<file path="config.mk">
export PLATFORM = sky130hd
export DESIGN_NAME = sprite_projection_clip_flat
export DESIGN_NICKNAME = d
export VERILOG_FILES = /design/src/design/spc_pkg.sv /design/src/design/spc_in_if.sv /design/src/design/spc_out_if.sv /design/src/design/spc_cfg_if.sv /design/src/design/sprite_projection_clip.sv /design/src/design/spc_project.sv /design/src/design/spc_frac.sv /design/src/flat_wrapper.sv
export SDC_FILE = /design/constraint.sdc
export NUM_CORES = 2
export LEC_CHECK = 0
export ABC_CLOCK_PERIOD_IN_PS = 17250
export BUFFER_PORTS_ARGS = -buffer_cell sky130_fd_sc_hd__buf_2
export CAP_MARGIN = 20
export CORE_AREA = 2 2 404 406
export CTS_CLUSTER_DIAMETER = 120
export CTS_CLUSTER_SIZE = 16
export DETAILED_ROUTE_END_ITERATION = 10
export DIE_AREA = 0 0 406 408
export PLACE_DENSITY = 0.7
export RECOVER_POWER = 100
export SETUP_SLACK_MARGIN = 0.05
export SKIP_CTS_REPAIR_TIMING = 1
export SLEW_MARGIN = 30
export SYNTH_ARGS = -nofsm -noshare
export SYNTH_HDL_FRONTEND = slang
export SYNTH_SLANG_ARGS = --single-unit
</file>
<file path="constraint.sdc">
create_clock -name clk -period 17.25 [get_ports clk]
set_clock_uncertainty 0.1 [all_clocks]
set_input_delay 0.8625 -clock clk [delete_from_list [all_inputs] [get_ports clk]]
set_output_delay 0.8625 -clock clk [all_outputs]
set_load 0.01 [all_outputs]
</file>
<file path="src/design/spc_pkg.sv">
`default_nettype none
package spc_pkg;

  localparam int SCREEN_COLUMNS_DEF = 128;
  localparam logic [15:0] CENTRE_COL = 16'd64;

  typedef struct packed {
    logic [31:0] tx_left;
    logic [31:0] tx_right;
    logic [31:0] x_scale;
    logic [31:0] x_inv_scale;
    logic [31:0] top_z;
    logic [9:0]  patch_width;
  } s1_t;

  typedef struct packed {
    logic [15:0] prod_left_hi;
    logic [15:0] prod_right_hi;
    logic [31:0] x_inv_scale;
    logic [31:0] top_z;
    logic [9:0]  patch_width;
  } s2_t;

  typedef struct packed {
    logic        visible;
    logic [7:0]  left_col;
    logic [6:0]  right_col;
    logic        neg_left;
    logic [15:0] x1;
    logic [31:0] x_inv_scale;
    logic [31:0] top_z;
    logic [9:0]  patch_width;
  } s3_t;

  typedef struct packed {
    logic        visible;
    logic [7:0]  left_col;
    logic [6:0]  right_col;
    logic        neg_left;
    logic [31:0] frac_prod;
    logic [31:0] frac_base;
    logic [31:0] top_z;
  } s4_t;

  typedef struct packed {
    logic        visible;
    logic [7:0]  left_col;
    logic [6:0]  right_col;
    logic [31:0] top_z;
    logic [31:0] texture_mid;
    logic [31:0] start_frac;
  } res_t;

endpackage
`default_nettype wire

</file>
<file path="src/design/spc_in_if.sv">
`default_nettype none
interface spc_in_if;
  logic               valid;
  logic               ready;
  logic signed [31:0] sprite_x;
  logic signed [31:0] x_scale;
  logic signed [31:0] x_inv_scale;
  logic signed [31:0] bottom_z;
  logic signed [15:0] left_offset;
  logic [9:0]         patch_width;
  logic [9:0]         patch_height;

  modport source (output valid, sprite_x, x_scale, x_inv_scale, bottom_z, left_offset,
                  patch_width, patch_height, input ready);
  modport sink (input valid, sprite_x, x_scale, x_inv_scale, bottom_z, left_offset,
                patch_width, patch_height, output ready);
endinterface
`default_nettype wire

</file>
<file path="src/design/spc_out_if.sv">
`default_nettype none
interface spc_out_if;
  logic               valid;
  logic               ready;
  logic               visible;
  logic [7:0]         left_col;
  logic [6:0]         right_col;
  logic signed [31:0] top_z;
  logic signed [31:0] texture_mid;
  logic signed [31:0] start_frac;

  modport source (output valid, visible, left_col, right_col, top_z, texture_mid,
                  start_frac, input ready);
  modport sink (input valid, visible, left_col, right_col, top_z, texture_mid,
                start_frac, output ready);
endinterface
`default_nettype wire

</file>
<file path="src/design/spc_cfg_if.sv">
`default_nettype none
interface spc_cfg_if;
  logic               valid;
  logic               ready;
  logic signed [31:0] view_z;

  modport source (output valid, view_z, input ready);
  modport sink (input valid, view_z, output ready);
endinterface
`default_nettype wire

</file>
<file path="src/design/sprite_projection_clip.sv">
// Sprite projection and clipping.
// in_chan carries one sprite per item: view-space x, x scale, inverse
// scale, base height and the patch's left offset, width and height.
// out_chan returns exactly one item per sprite, in order: visible, the
// clamped left and right screen columns, top height, texture mid and the
// starting texture fraction. Rejected sprites come out with visible low
// and all other fields zero.
// cfg_chan writes the viewer height; it is always ready and should be
// written only while no sprite is in flight.
// One item per cycle is accepted while out_chan is not stalled. The five
// pipeline stages are edge setup, the two 32x32 projection multiplies,
// column clip, the texture-step multiply and the result register.
// Reset (rst_n low, synchronous) empties the pipeline and clears the
// viewer height to zero. When out_chan stalls with a result waiting, every
// stage holds, bubbles included, and in_chan.ready drops; nothing is lost.
`default_nettype none
module sprite_projection_clip #(
  parameter int SCREEN_COLUMNS = spc_pkg::SCREEN_COLUMNS_DEF
) (
  input wire logic  clk,
  input wire logic  rst_n,
  spc_in_if.sink    in_chan,
  spc_out_if.source out_chan,
  spc_cfg_if.sink   cfg_chan
);

  logic           en;
  logic [31:0]    view_z_r;
  logic           s3_valid;
  spc_pkg::s3_t   s3;
  logic           res_valid;
  spc_pkg::res_t  res;

  assign en             = !res_valid || out_chan.ready;
  assign in_chan.ready  = en;
  assign cfg_chan.ready = 1'b1;

  always_ff @(posedge clk) begin
    if (!rst_n) begin
      view_z_r <= 32'd0;
    end else if (cfg_chan.valid) begin
      view_z_r <= cfg_chan.view_z;
    end
  end

  spc_project #(
    .SCREEN_COLUMNS(SCREEN_COLUMNS)
  ) u_project (
    .clk         (clk),
    .rst_n       (rst_n),
    .en          (en),
    .in_valid    (in_chan.valid),
    .sprite_x    (in_chan.sprite_x),
    .x_scale     (in_chan.x_scale),
    .x_inv_scale (in_chan.x_inv_scale),
    .bottom_z    (in_chan.bottom_z),
    .left_offset (in_chan.left_offset),
    .patch_width (in_chan.patch_width),
    .patch_height(in_chan.patch_height),
    .s3_valid    (s3_valid),
    .s3          (s3)
  );

  spc_frac u_frac (
    .clk      (clk),
    .rst_n    (rst_n),
    .en       (en),
    .s3_valid (s3_valid),
    .s3       (s3),
    .view_z   (view_z_r),
    .res_valid(res_valid),
    .res      (res)
  );

  assign out_chan.valid       = res_valid;
  assign out_chan.visible     = res.visible;
  assign out_chan.left_col    = res.left_col;
  assign out_chan.right_col   = res.right_col;
  assign out_chan.top_z       = res.top_z;
  assign out_chan.texture_mid = res.texture_mid;
  assign out_chan.start_frac  = res.start_frac;

endmodule
`default_nettype wire

</file>
<file path="src/design/spc_project.sv">
`default_nettype none
module spc_project #(
  parameter int SCREEN_COLUMNS = spc_pkg::SCREEN_COLUMNS_DEF
) (
  input  wire logic               clk,
  input  wire logic               rst_n,
  input  wire logic               en,
  input  wire logic               in_valid,
  input  wire logic [31:0]        sprite_x,
  input  wire logic [31:0]        x_scale,
  input  wire logic [31:0]        x_inv_scale,
  input  wire logic [31:0]        bottom_z,
  input  wire logic [15:0]        left_offset,
  input  wire logic [9:0]         patch_width,
  input  wire logic [9:0]         patch_height,
  output logic                    s3_valid,
  output spc_pkg::s3_t            s3
);

  localparam logic signed [16:0] SC_S   = 17'(SCREEN_COLUMNS);
  localparam logic [6:0]         RC_MAX = 7'(SCREEN_COLUMNS - 1);

  logic          v1_r, v2_r, v3_r;
  spc_pkg::s1_t  s1_nxt, s1_r;
  spc_pkg::s2_t  s2_nxt, s2_r;
  spc_pkg::s3_t  s3_nxt, s3_r;

  // stage 1: edge positions and top height
  always_comb begin
    s1_nxt.tx_left     = sprite_x - {left_offset, 16'h0000};
    s1_nxt.tx_right    = sprite_x - {left_offset, 16'h0000} + {6'd0, patch_width, 16'h0000};
    s1_nxt.x_scale     = x_scale;
    s1_nxt.x_inv_scale = x_inv_scale;
    s1_nxt.top_z       = bottom_z + {6'd0, patch_height, 16'h0000};
    s1_nxt.patch_width = patch_width;
  end

  // stage 2: 16.16 products, only the integer half is needed
  always_comb begin
    logic signed [63:0] p_left;
    logic signed [63:0] p_right;
    p_left  = $signed(s1_r.tx_left) * $signed(s1_r.x_scale);
    p_right = $signed(s1_r.tx_right) * $signed(s1_r.x_scale);
    s2_nxt.prod_left_hi  = p_left[47:32];
    s2_nxt.prod_right_hi = p_right[47:32];
    s2_nxt.x_inv_scale   = s1_r.x_inv_scale;
    s2_nxt.top_z         = s1_r.top_z;
    s2_nxt.patch_width   = s1_r.patch_width;
  end

  // stage 3: columns, reject and clamp
  always_comb begin
    logic [15:0]        x1;
    logic [15:0]        x2;
    logic signed [16:0] x1_s;
    logic signed [16:0] x2_s;
    logic               reject;
    x1     = s2_r.prod_left_hi + spc_pkg::CENTRE_COL;
    x2     = s2_r.prod_right_hi + spc_pkg::CENTRE_COL;
    x1_s   = {x1[15], x1};
    x2_s   = {x2[15], x2};
    reject = (x1_s > SC_S) || x2[15];
    s3_nxt.visible     = !reject;
    s3_nxt.left_col    = (reject || x1[15]) ? 8'd0 : x1[7:0];
    s3_nxt.right_col   = reject ? 7'd0 : ((x2_s >= SC_S) ? RC_MAX : x2[6:0]);
    s3_nxt.neg_left    = x1[15];
    s3_nxt.x1          = x1;
    s3_nxt.x_inv_scale = s2_r.x_inv_scale;
    s3_nxt.top_z       = s2_r.top_z;
    s3_nxt.patch_width = s2_r.patch_width;
  end

  always_ff @(posedge clk) begin
    if (!rst_n) begin
      v1_r <= 1'b0;
      v2_r <= 1'b0;
      v3_r <= 1'b0;
    end else if (en) begin
      v1_r <= in_valid;
      v2_r <= v1_r;
      v3_r <= v2_r;
    end
  end

  always_ff @(posedge clk) begin
    if (en) begin
      s1_r <= s1_nxt;
      s2_r <= s2_nxt;
      s3_r <= s3_nxt;
    end
  end

  assign s3_valid = v3_r;
  assign s3       = s3_r;

endmodule
`default_nettype wire

</file>
<file path="src/design/spc_frac.sv">
`default_nettype none
module spc_frac (
  input  wire logic          clk,
  input  wire logic          rst_n,
  input  wire logic          en,
  input  wire logic          s3_valid,
  input  wire spc_pkg::s3_t  s3,
  input  wire logic [31:0]   view_z,
  output logic               res_valid,
  output spc_pkg::res_t      res
);

  logic           v4_r, v5_r;
  spc_pkg::s4_t   s4_nxt, s4_r;
  spc_pkg::res_t  res_nxt, res_r;

  // stage 4: texture step times left column, low word only
  always_comb begin
    logic [31:0] prod;
    prod = s3.x_inv_scale * {{16{s3.x1[15]}}, s3.x1};
    s4_nxt.visible   = s3.visible;
    s4_nxt.left_col  = s3.left_col;
    s4_nxt.right_col = s3.right_col;
    s4_nxt.neg_left  = s3.neg_left;
    s4_nxt.frac_prod = prod;
    s4_nxt.frac_base = s3.x_inv_scale[31] ? ({6'd0, s3.patch_width, 16'h0000} - 32'd1)
                                          : 32'd0;
    s4_nxt.top_z     = s3.top_z;
  end

  // stage 5: result register
  always_comb begin
    logic [31:0] frac;
    frac = s4_r.neg_left ? (s4_r.frac_base - s4_r.frac_prod) : s4_r.frac_base;
    res_nxt.visible     = s4_r.visible;
    res_nxt.left_col    = s4_r.left_col;
    res_nxt.right_col   = s4_r.right_col;
    res_nxt.top_z       = s4_r.visible ? s4_r.top_z : 32'd0;
    res_nxt.texture_mid = s4_r.visible ? (s4_r.top_z - view_z) : 32'd0;
    res_nxt.start_frac  = s4_r.visible ? frac : 32'd0;
  end

  always_ff @(posedge clk) begin
    if (!rst_n) begin
      v4_r <= 1'b0;
      v5_r <= 1'b0;
    end else if (en) begin
      v4_r <= s3_valid;
      v5_r <= v4_r;
    end
  end

  always_ff @(posedge clk) begin
    if (en) begin
      s4_r  <= s4_nxt;
      res_r <= res_nxt;
    end
  end

  assign res_valid = v5_r;
  assign res       = res_r;

endmodule
`default_nettype wire
</file>
<file path="src/flat_wrapper.sv">
// flat-port wrapper written by rule: the top's interface ports become plain ports
module sprite_projection_clip_flat 
#(
  parameter int SCREEN_COLUMNS = spc_pkg::SCREEN_COLUMNS_DEF
)
  (clk, rst_n, in_chan_valid, in_chan_sprite_x, in_chan_x_scale, in_chan_x_inv_scale, in_chan_bottom_z, in_chan_left_offset, in_chan_patch_width, in_chan_patch_height, in_chan_ready, out_chan_valid, out_chan_visible, out_chan_left_col, out_chan_right_col, out_chan_top_z, out_chan_texture_mid, out_chan_start_frac, out_chan_ready, cfg_chan_valid, cfg_chan_view_z, cfg_chan_ready);
  spc_in_if in_chan_i ();
  spc_out_if out_chan_i ();
  spc_cfg_if cfg_chan_i ();
  input wire logic clk;
  input wire logic rst_n;
  input wire logic [$bits(in_chan_i.valid)-1:0] in_chan_valid;
  input wire logic [$bits(in_chan_i.sprite_x)-1:0] in_chan_sprite_x;
  input wire logic [$bits(in_chan_i.x_scale)-1:0] in_chan_x_scale;
  input wire logic [$bits(in_chan_i.x_inv_scale)-1:0] in_chan_x_inv_scale;
  input wire logic [$bits(in_chan_i.bottom_z)-1:0] in_chan_bottom_z;
  input wire logic [$bits(in_chan_i.left_offset)-1:0] in_chan_left_offset;
  input wire logic [$bits(in_chan_i.patch_width)-1:0] in_chan_patch_width;
  input wire logic [$bits(in_chan_i.patch_height)-1:0] in_chan_patch_height;
  output wire logic [$bits(in_chan_i.ready)-1:0] in_chan_ready;
  output wire logic [$bits(out_chan_i.valid)-1:0] out_chan_valid;
  output wire logic [$bits(out_chan_i.visible)-1:0] out_chan_visible;
  output wire logic [$bits(out_chan_i.left_col)-1:0] out_chan_left_col;
  output wire logic [$bits(out_chan_i.right_col)-1:0] out_chan_right_col;
  output wire logic [$bits(out_chan_i.top_z)-1:0] out_chan_top_z;
  output wire logic [$bits(out_chan_i.texture_mid)-1:0] out_chan_texture_mid;
  output wire logic [$bits(out_chan_i.start_frac)-1:0] out_chan_start_frac;
  input wire logic [$bits(out_chan_i.ready)-1:0] out_chan_ready;
  input wire logic [$bits(cfg_chan_i.valid)-1:0] cfg_chan_valid;
  input wire logic [$bits(cfg_chan_i.view_z)-1:0] cfg_chan_view_z;
  output wire logic [$bits(cfg_chan_i.ready)-1:0] cfg_chan_ready;
  assign in_chan_i.valid = in_chan_valid;
  assign in_chan_i.sprite_x = in_chan_sprite_x;
  assign in_chan_i.x_scale = in_chan_x_scale;
  assign in_chan_i.x_inv_scale = in_chan_x_inv_scale;
  assign in_chan_i.bottom_z = in_chan_bottom_z;
  assign in_chan_i.left_offset = in_chan_left_offset;
  assign in_chan_i.patch_width = in_chan_patch_width;
  assign in_chan_i.patch_height = in_chan_patch_height;
  assign in_chan_ready = in_chan_i.ready;
  assign out_chan_valid = out_chan_i.valid;
  assign out_chan_visible = out_chan_i.visible;
  assign out_chan_left_col = out_chan_i.left_col;
  assign out_chan_right_col = out_chan_i.right_col;
  assign out_chan_top_z = out_chan_i.top_z;
  assign out_chan_texture_mid = out_chan_i.texture_mid;
  assign out_chan_start_frac = out_chan_i.start_frac;
  assign out_chan_i.ready = out_chan_ready;
  assign cfg_chan_i.valid = cfg_chan_valid;
  assign cfg_chan_i.view_z = cfg_chan_view_z;
  assign cfg_chan_ready = cfg_chan_i.ready;
  sprite_projection_clip #(.SCREEN_COLUMNS(SCREEN_COLUMNS)) u_core (.clk(clk), .rst_n(rst_n), .in_chan(in_chan_i), .out_chan(out_chan_i), .cfg_chan(cfg_chan_i));
endmodule
</file>
# == Yosys cells after proc, flatten, opt, wreduce, memory -nomap -nowiden ==
# Index checks and enable logic that the tools add are counted.
# totals
regBits,645
latch_bits,0
ramBits,0
rom_bits,0
out_inout_bits,115
word_cells,58
mem_count,0
# classes
addsub,8
mul,3
div_mod_pow,0
n_lt_le_gt_ge,2
n_eq_ne,0
shift,0
n_mux,2
bitwise_logic,0
n_reduce_logical,5
# op_table
op,n
32-bit by 32-bit multiplier with 48-bit output,2
32-bit subtractor,3
32-bit by 26-bit adder with 32-bit output,2
16-bit by 7-bit adder with 16-bit output (second input constant),2
32-bit by 16-bit multiplier with 32-bit output,1
32-bit two-way mux,1
26-bit by 1-bit subtractor with 27-bit output (second input constant),1
16-bit by 9-bit >= comparator with 1-bit output (second input constant),1
16-bit by 9-bit > comparator with 1-bit output (second input constant),1
7-bit two-way mux,1
1-bit logical OR,3
1-bit logical NOT,2

# == Longest topological paths before layout ==
# depth
word_depth,4
ltp_mapped,28
depth_no_buf,26

# == By module ==
# Synthesis repeated with hierarchy kept, for this count alone.
# unflattened
cells_unflattened,7976
area_unflattened_um2,82506.6
# by_module_without_submodules
module,instances,cells_per_inst,area_each_um2,seq_area_each_um2
spc_project,1,5590,58663.8,11050.6
spc_frac,1,2280,22581.7,6195.9
sprite_projection_clip,1,106,1261.2,640.6

# == Least setup slack after synthesis ==
# Ideal clock, no wire load.
# synth_timing
path_kind,in2reg
from,input out_chan_ready
to,register u_core.u_frac.v5_r (netlist: u_core.u_frac.res_valid)
arrival_ns,17.896
required_ns,16.336
setup_slack_ns,-1.561
cell_stages,3
path_buffers,1
cell_sequence,nand2b_1 clkbuf_1 a21boi_0
# synth_between
elab_chain_len,1
# synth_lines
item,line,rtl
start: declaration,flat_wrapper.sv:28,input wire logic [$bits(out_chan_i.ready)-1:0] out_chan_ready;
1-bit logical OR,sprite_projection_clip.sv:34,assign en = !res_valid || out_chan.ready;
via in_chan_ready,flat_wrapper.sv:20,output wire logic [$bits(in_chan_i.ready)-1:0] in_chan_ready;
end signal: assignment,spc_frac.sv:49,v5_r <= v4_r;
end: declaration,spc_frac.sv:13,"logic v4_r, v5_r;"
# The timed path passes the listed nets, and every way through them passes these cells.
# A chain may end at the register's enable or synchronous reset.

# == Final worst setup path ==
# layout_timing
from,input out_chan_ready
to,register u_core.u_project.s1_r[163] in the netlist's numbering (enable)
# layout_between
elab_chain_len,1
# layout_lines
item,line,rtl
1-bit logical OR,sprite_projection_clip.sv:34,
end signal: assignment,spc_project.sv:87,s1_r <= s1_nxt;
end: declaration,spc_project.sv:24,"spc_pkg::s1_t s1_nxt, s1_r;"
# No other way between the ends.

==> summary.txt <==
STA
  – Setup tns final: 0 ps
  – WHS: 215 ps
  – Relative slew slack: -182%
  – PnR worst setup slack: ~5600 ps
  – Final Critical Period: 11680 ps
  – Tightest Pin Transition: between 4000 and 5000 ps
  – Final Cycle Share: 67.7%
  – Max Freq: approximately 86 MHz
  – Final setup violating endpoints: 0
  – Final hold vios: 0
  – Setup repair after global routing missed its margin: false
  – Max-slew violation count: 645

Placement
  – Dpl ws: just under 9000 ps
  – DP Area: 85400 µm²
  – Number of buffers added on ports: approximately 310
  – RePlAce Congestion: between 0.9 and 1
  – HPWL after DPL: 163 mm

Worst setup path
  – Critical path origin: out_chan_ready
  – CP Data Arrival Time: ~12000 ps
  – Crit path launch type: input pin
  – Reg-to-Reg Start: u_core.u_frac.res_valid
  – CP Max Fanout: 68
  – Critical R2R Capture: u_core.u_project.s1_r[163]
  – Crit end category: flop
  – Crit path kind: in -> reg
  – Reg2reg path depth: 5
  – R2r setup slk: ~5600 ps
  – Critical Path Sink: u_core.u_project.s1_r[163]
  – Critical path required time: between 15000 and 20000 ps

Floorplanning
  – Row count: 148
  – Core area: 162000 µm²
  – Die Y: ~400 µm
  – Die area: 166000 µm²
  – Die X: between 400 and 500 µm
  – Starting Density: approximately 50%
  – # IOs: around 320

Logic synthesis
  – Main combinational cell family by area after synthesis: adder cells
  – Commonest cells in the netlist: 1838 x inv_1, 1690 x fa_1, 1052 x nand2_1, 749 x and2_1, 571 x edfxtp_1
  – Synth Flop Type: edfxtp_1
  – Post-Synth Simple-Gate Area: a little over an eighth
  – Sequential-to-total area share from yosys stat: between 20% and 30%
  – Dominant cell type by area after synthesis: fa_1
  – XOR/XNOR share of the synthesized area: 2.72%
  – Synth area leaders: fa_1 41%, edfxtp_1 21%, inv_1 8.4%, ha_1 6.3%, and2_1 5.7%
  – Most numerous cell in the Yosys netlist: inv_1
  – Post-Synthesis Net Count: about 10000
  – Syn_area_per_cell: 10.4 µm²
  – Adder-cell share of the synthesized area: approximately 48%
  – Synth Area in Compound Gates: 3.64%
  – Syn. warnings: 0
  – Post-synthesis cell type count: 92
  – Synth Register Bits: slightly above 600
  – Proportion of netlist area held by the largest area contributor: 41.4%
  – Cells after Synth: 7838
  – Number of flops mapped to enable cells by yosys: 571
  – Synth Cell Area: 81700 µm²
  – Post-synth ARST share: 0%
  – Multiplexer share of the synthesized area: less than 1%

Hold path
  – Min-Delay Path Class: in -> reg

Route
  – Vias per cell: approximately 5.4
  – Mean routed wirelength per cell: 21.5 µm
  – Vias: 54700
  – DR iter-0 viols: about 4500
  – Antenna Nets Post-Route: 0
  – DRC Markers: 0
  – DRT Pass-1 Iters: 6
  – Total Wirelength: 219 mm

Clock network
  – Max clock buf depth: 3
  – CTS root buffer: clkbuf_16
  – TritonCTS Sinks: between 600 and 700
  – Number of buffers created by CTS: 52
  – H-tree levels: 2
  – Clk_lat worst skew: a little over 700 ps
  – Worst-path clk slew: around 80 ps
  – CTS tree: done

Layout
  – Synth-to-layout area growth: 6.13%
  – Layout cells sized above 1: roughly 4.5%
  – Design area: a little under 90000 µm²
  – Final #Nets: 10300

Run status
  – Status: complete, but fails checks
  – Failing checks: capacitance limit, slew limit

Global route
  – Congestion Overflow GR: 0
  – First-pass GRT wire length: between 300 and 400 mm
  – Initial antenna violation count: 19
  – Vias in the first global route: a little over 60000
  – Total Routing Usage GR: ~27%
  – Largest net degree at the start of global routing: 87

Job
  – Maxcap violations: 12
[registers in the layout, indices dropped and copies added, names as in the netlist]
signal / flops
u_core.u_project.s1_r: 154
u_core.u_frac.res: 112
u_core.u_project.s2_r: 106
u_core.u_project.s3: 106
u_core.u_frac.s4_r: 77
u_core.view_z_r: 32
u_core.u_frac.res_nxt: 16
u_core.u_frac.res_valid: 1
u_core.u_frac.v4_r: 1
u_core.u_project.s3_valid: 1
u_core.u_project.v1_r: 1
u_core.u_project.v2_r: 1
[metal layers]
| metal | GRT usage (%) | vias to the layer above | routed length, µm |
|---|---|---|---|
| li1 | - | 23500 | - |
| met1 | 35.4 | 28000 | 84400 |
| met2 | 44.6 | 2468 | 102000 |
| met3 | 6.39 | 598 | 21600 |
| met4 | 11.0 | 14 | 10600 |
| met5 | 0 | - | 140 |
[how the worst min path moves through the flow]
| stage | cells past startpoint | startpoint | endpoint | slack (ps) |
|---|---|---|---|---|
| 5_1_grt | 1 | in_chan_x_scale[27] | u_core.u_project.s1_r[101] | 210 |
| 4_1_cts | 1 | in_chan_x_scale[26] | u_core.u_project.s1_r[100] | 180 |
| 2_1_floorplan | 0 | u_core.u_frac.res_nxt[100] | u_core.u_frac.res[100] | 300 |
| 3_3_place_gp | 0 | u_core.u_project.s1_r[19] | u_core.u_project.s2_r[19] | 300 |
| 3_5_place_dp | 0 | u_core.u_project.s3[33] | u_core.u_frac.s4_r[23] | 300 |
| 6_report | 1 | in_chan_x_scale[18] | u_core.u_project.s1_r[92] | 220 |
[worst max-delay path, stage by stage]
cell,delay [ps]
buf_2,70
nand2b_1,1720
clkbuf_1,2510
clkbuf_1,2630
clkbuf_1,2920
buf_4,960
[cells in the final DEF (no fill, tap or decap), types with 12 or more instances in the layout]
cell type	count
nand2b_1	44
a21o_1	50
fa_1	1690
ha_1	408
and2_1	704
edfxtp_1	571
and2_0	45
a211oi_1	16
o21a_1	21
dfxtp_1	37
nand3_1	49
nor2b_1	81
nand4_1	20
buf_2	176
xnor2_1	189
o21ai_0	79
and3_1	12
nor2_1	87
buf_4	92
xor2_1	63
clkbuf_16	52
nor3_1	37
nand2_1	1052
inv_1	1838
a21boi_0	31
clkbuf_1	170
a21oi_1	131
or3_1	17
mux2i_1	42
[final cells by class]
type | instances | area [µm²]
clock inverter | 17 | 225
antenna | 5 | 12.5
multi-input combinational | 5040 | 55400
inverter | 1838 | 6900
fill | 14300 | 75000
timing repair buffer | 419 | 2160
clock buffer | 73 | 1380
tap | 2175 | 2720
sequential | 608 | 17900
[logic make-up (layout without fill, tap and decap cells)]
group,Yosys count,count (layout)
and+or+nand+nor,2213,2213
buffers and inverters,2190,2347
adders and majority gates,2098,2098
DFF,608,608
AOI/OAI and AO/OA,433,433
xor gates and xnor gates,253,253
muxes,42,42
other,1,6
[metrics by stage]
stage          std cells  utilization, %
2_1_floorplan       7838               -
3_3_place_gp       10100            52.8
3_5_place_dp       10100            52.8
4_1_cts            10200            53.8
5_1_grt            10200            53.6
6_report           10200            53.6
Power is not shown: default switching activity piles up to over one toggle a cycle in this logic, so the estimate is an artifact.
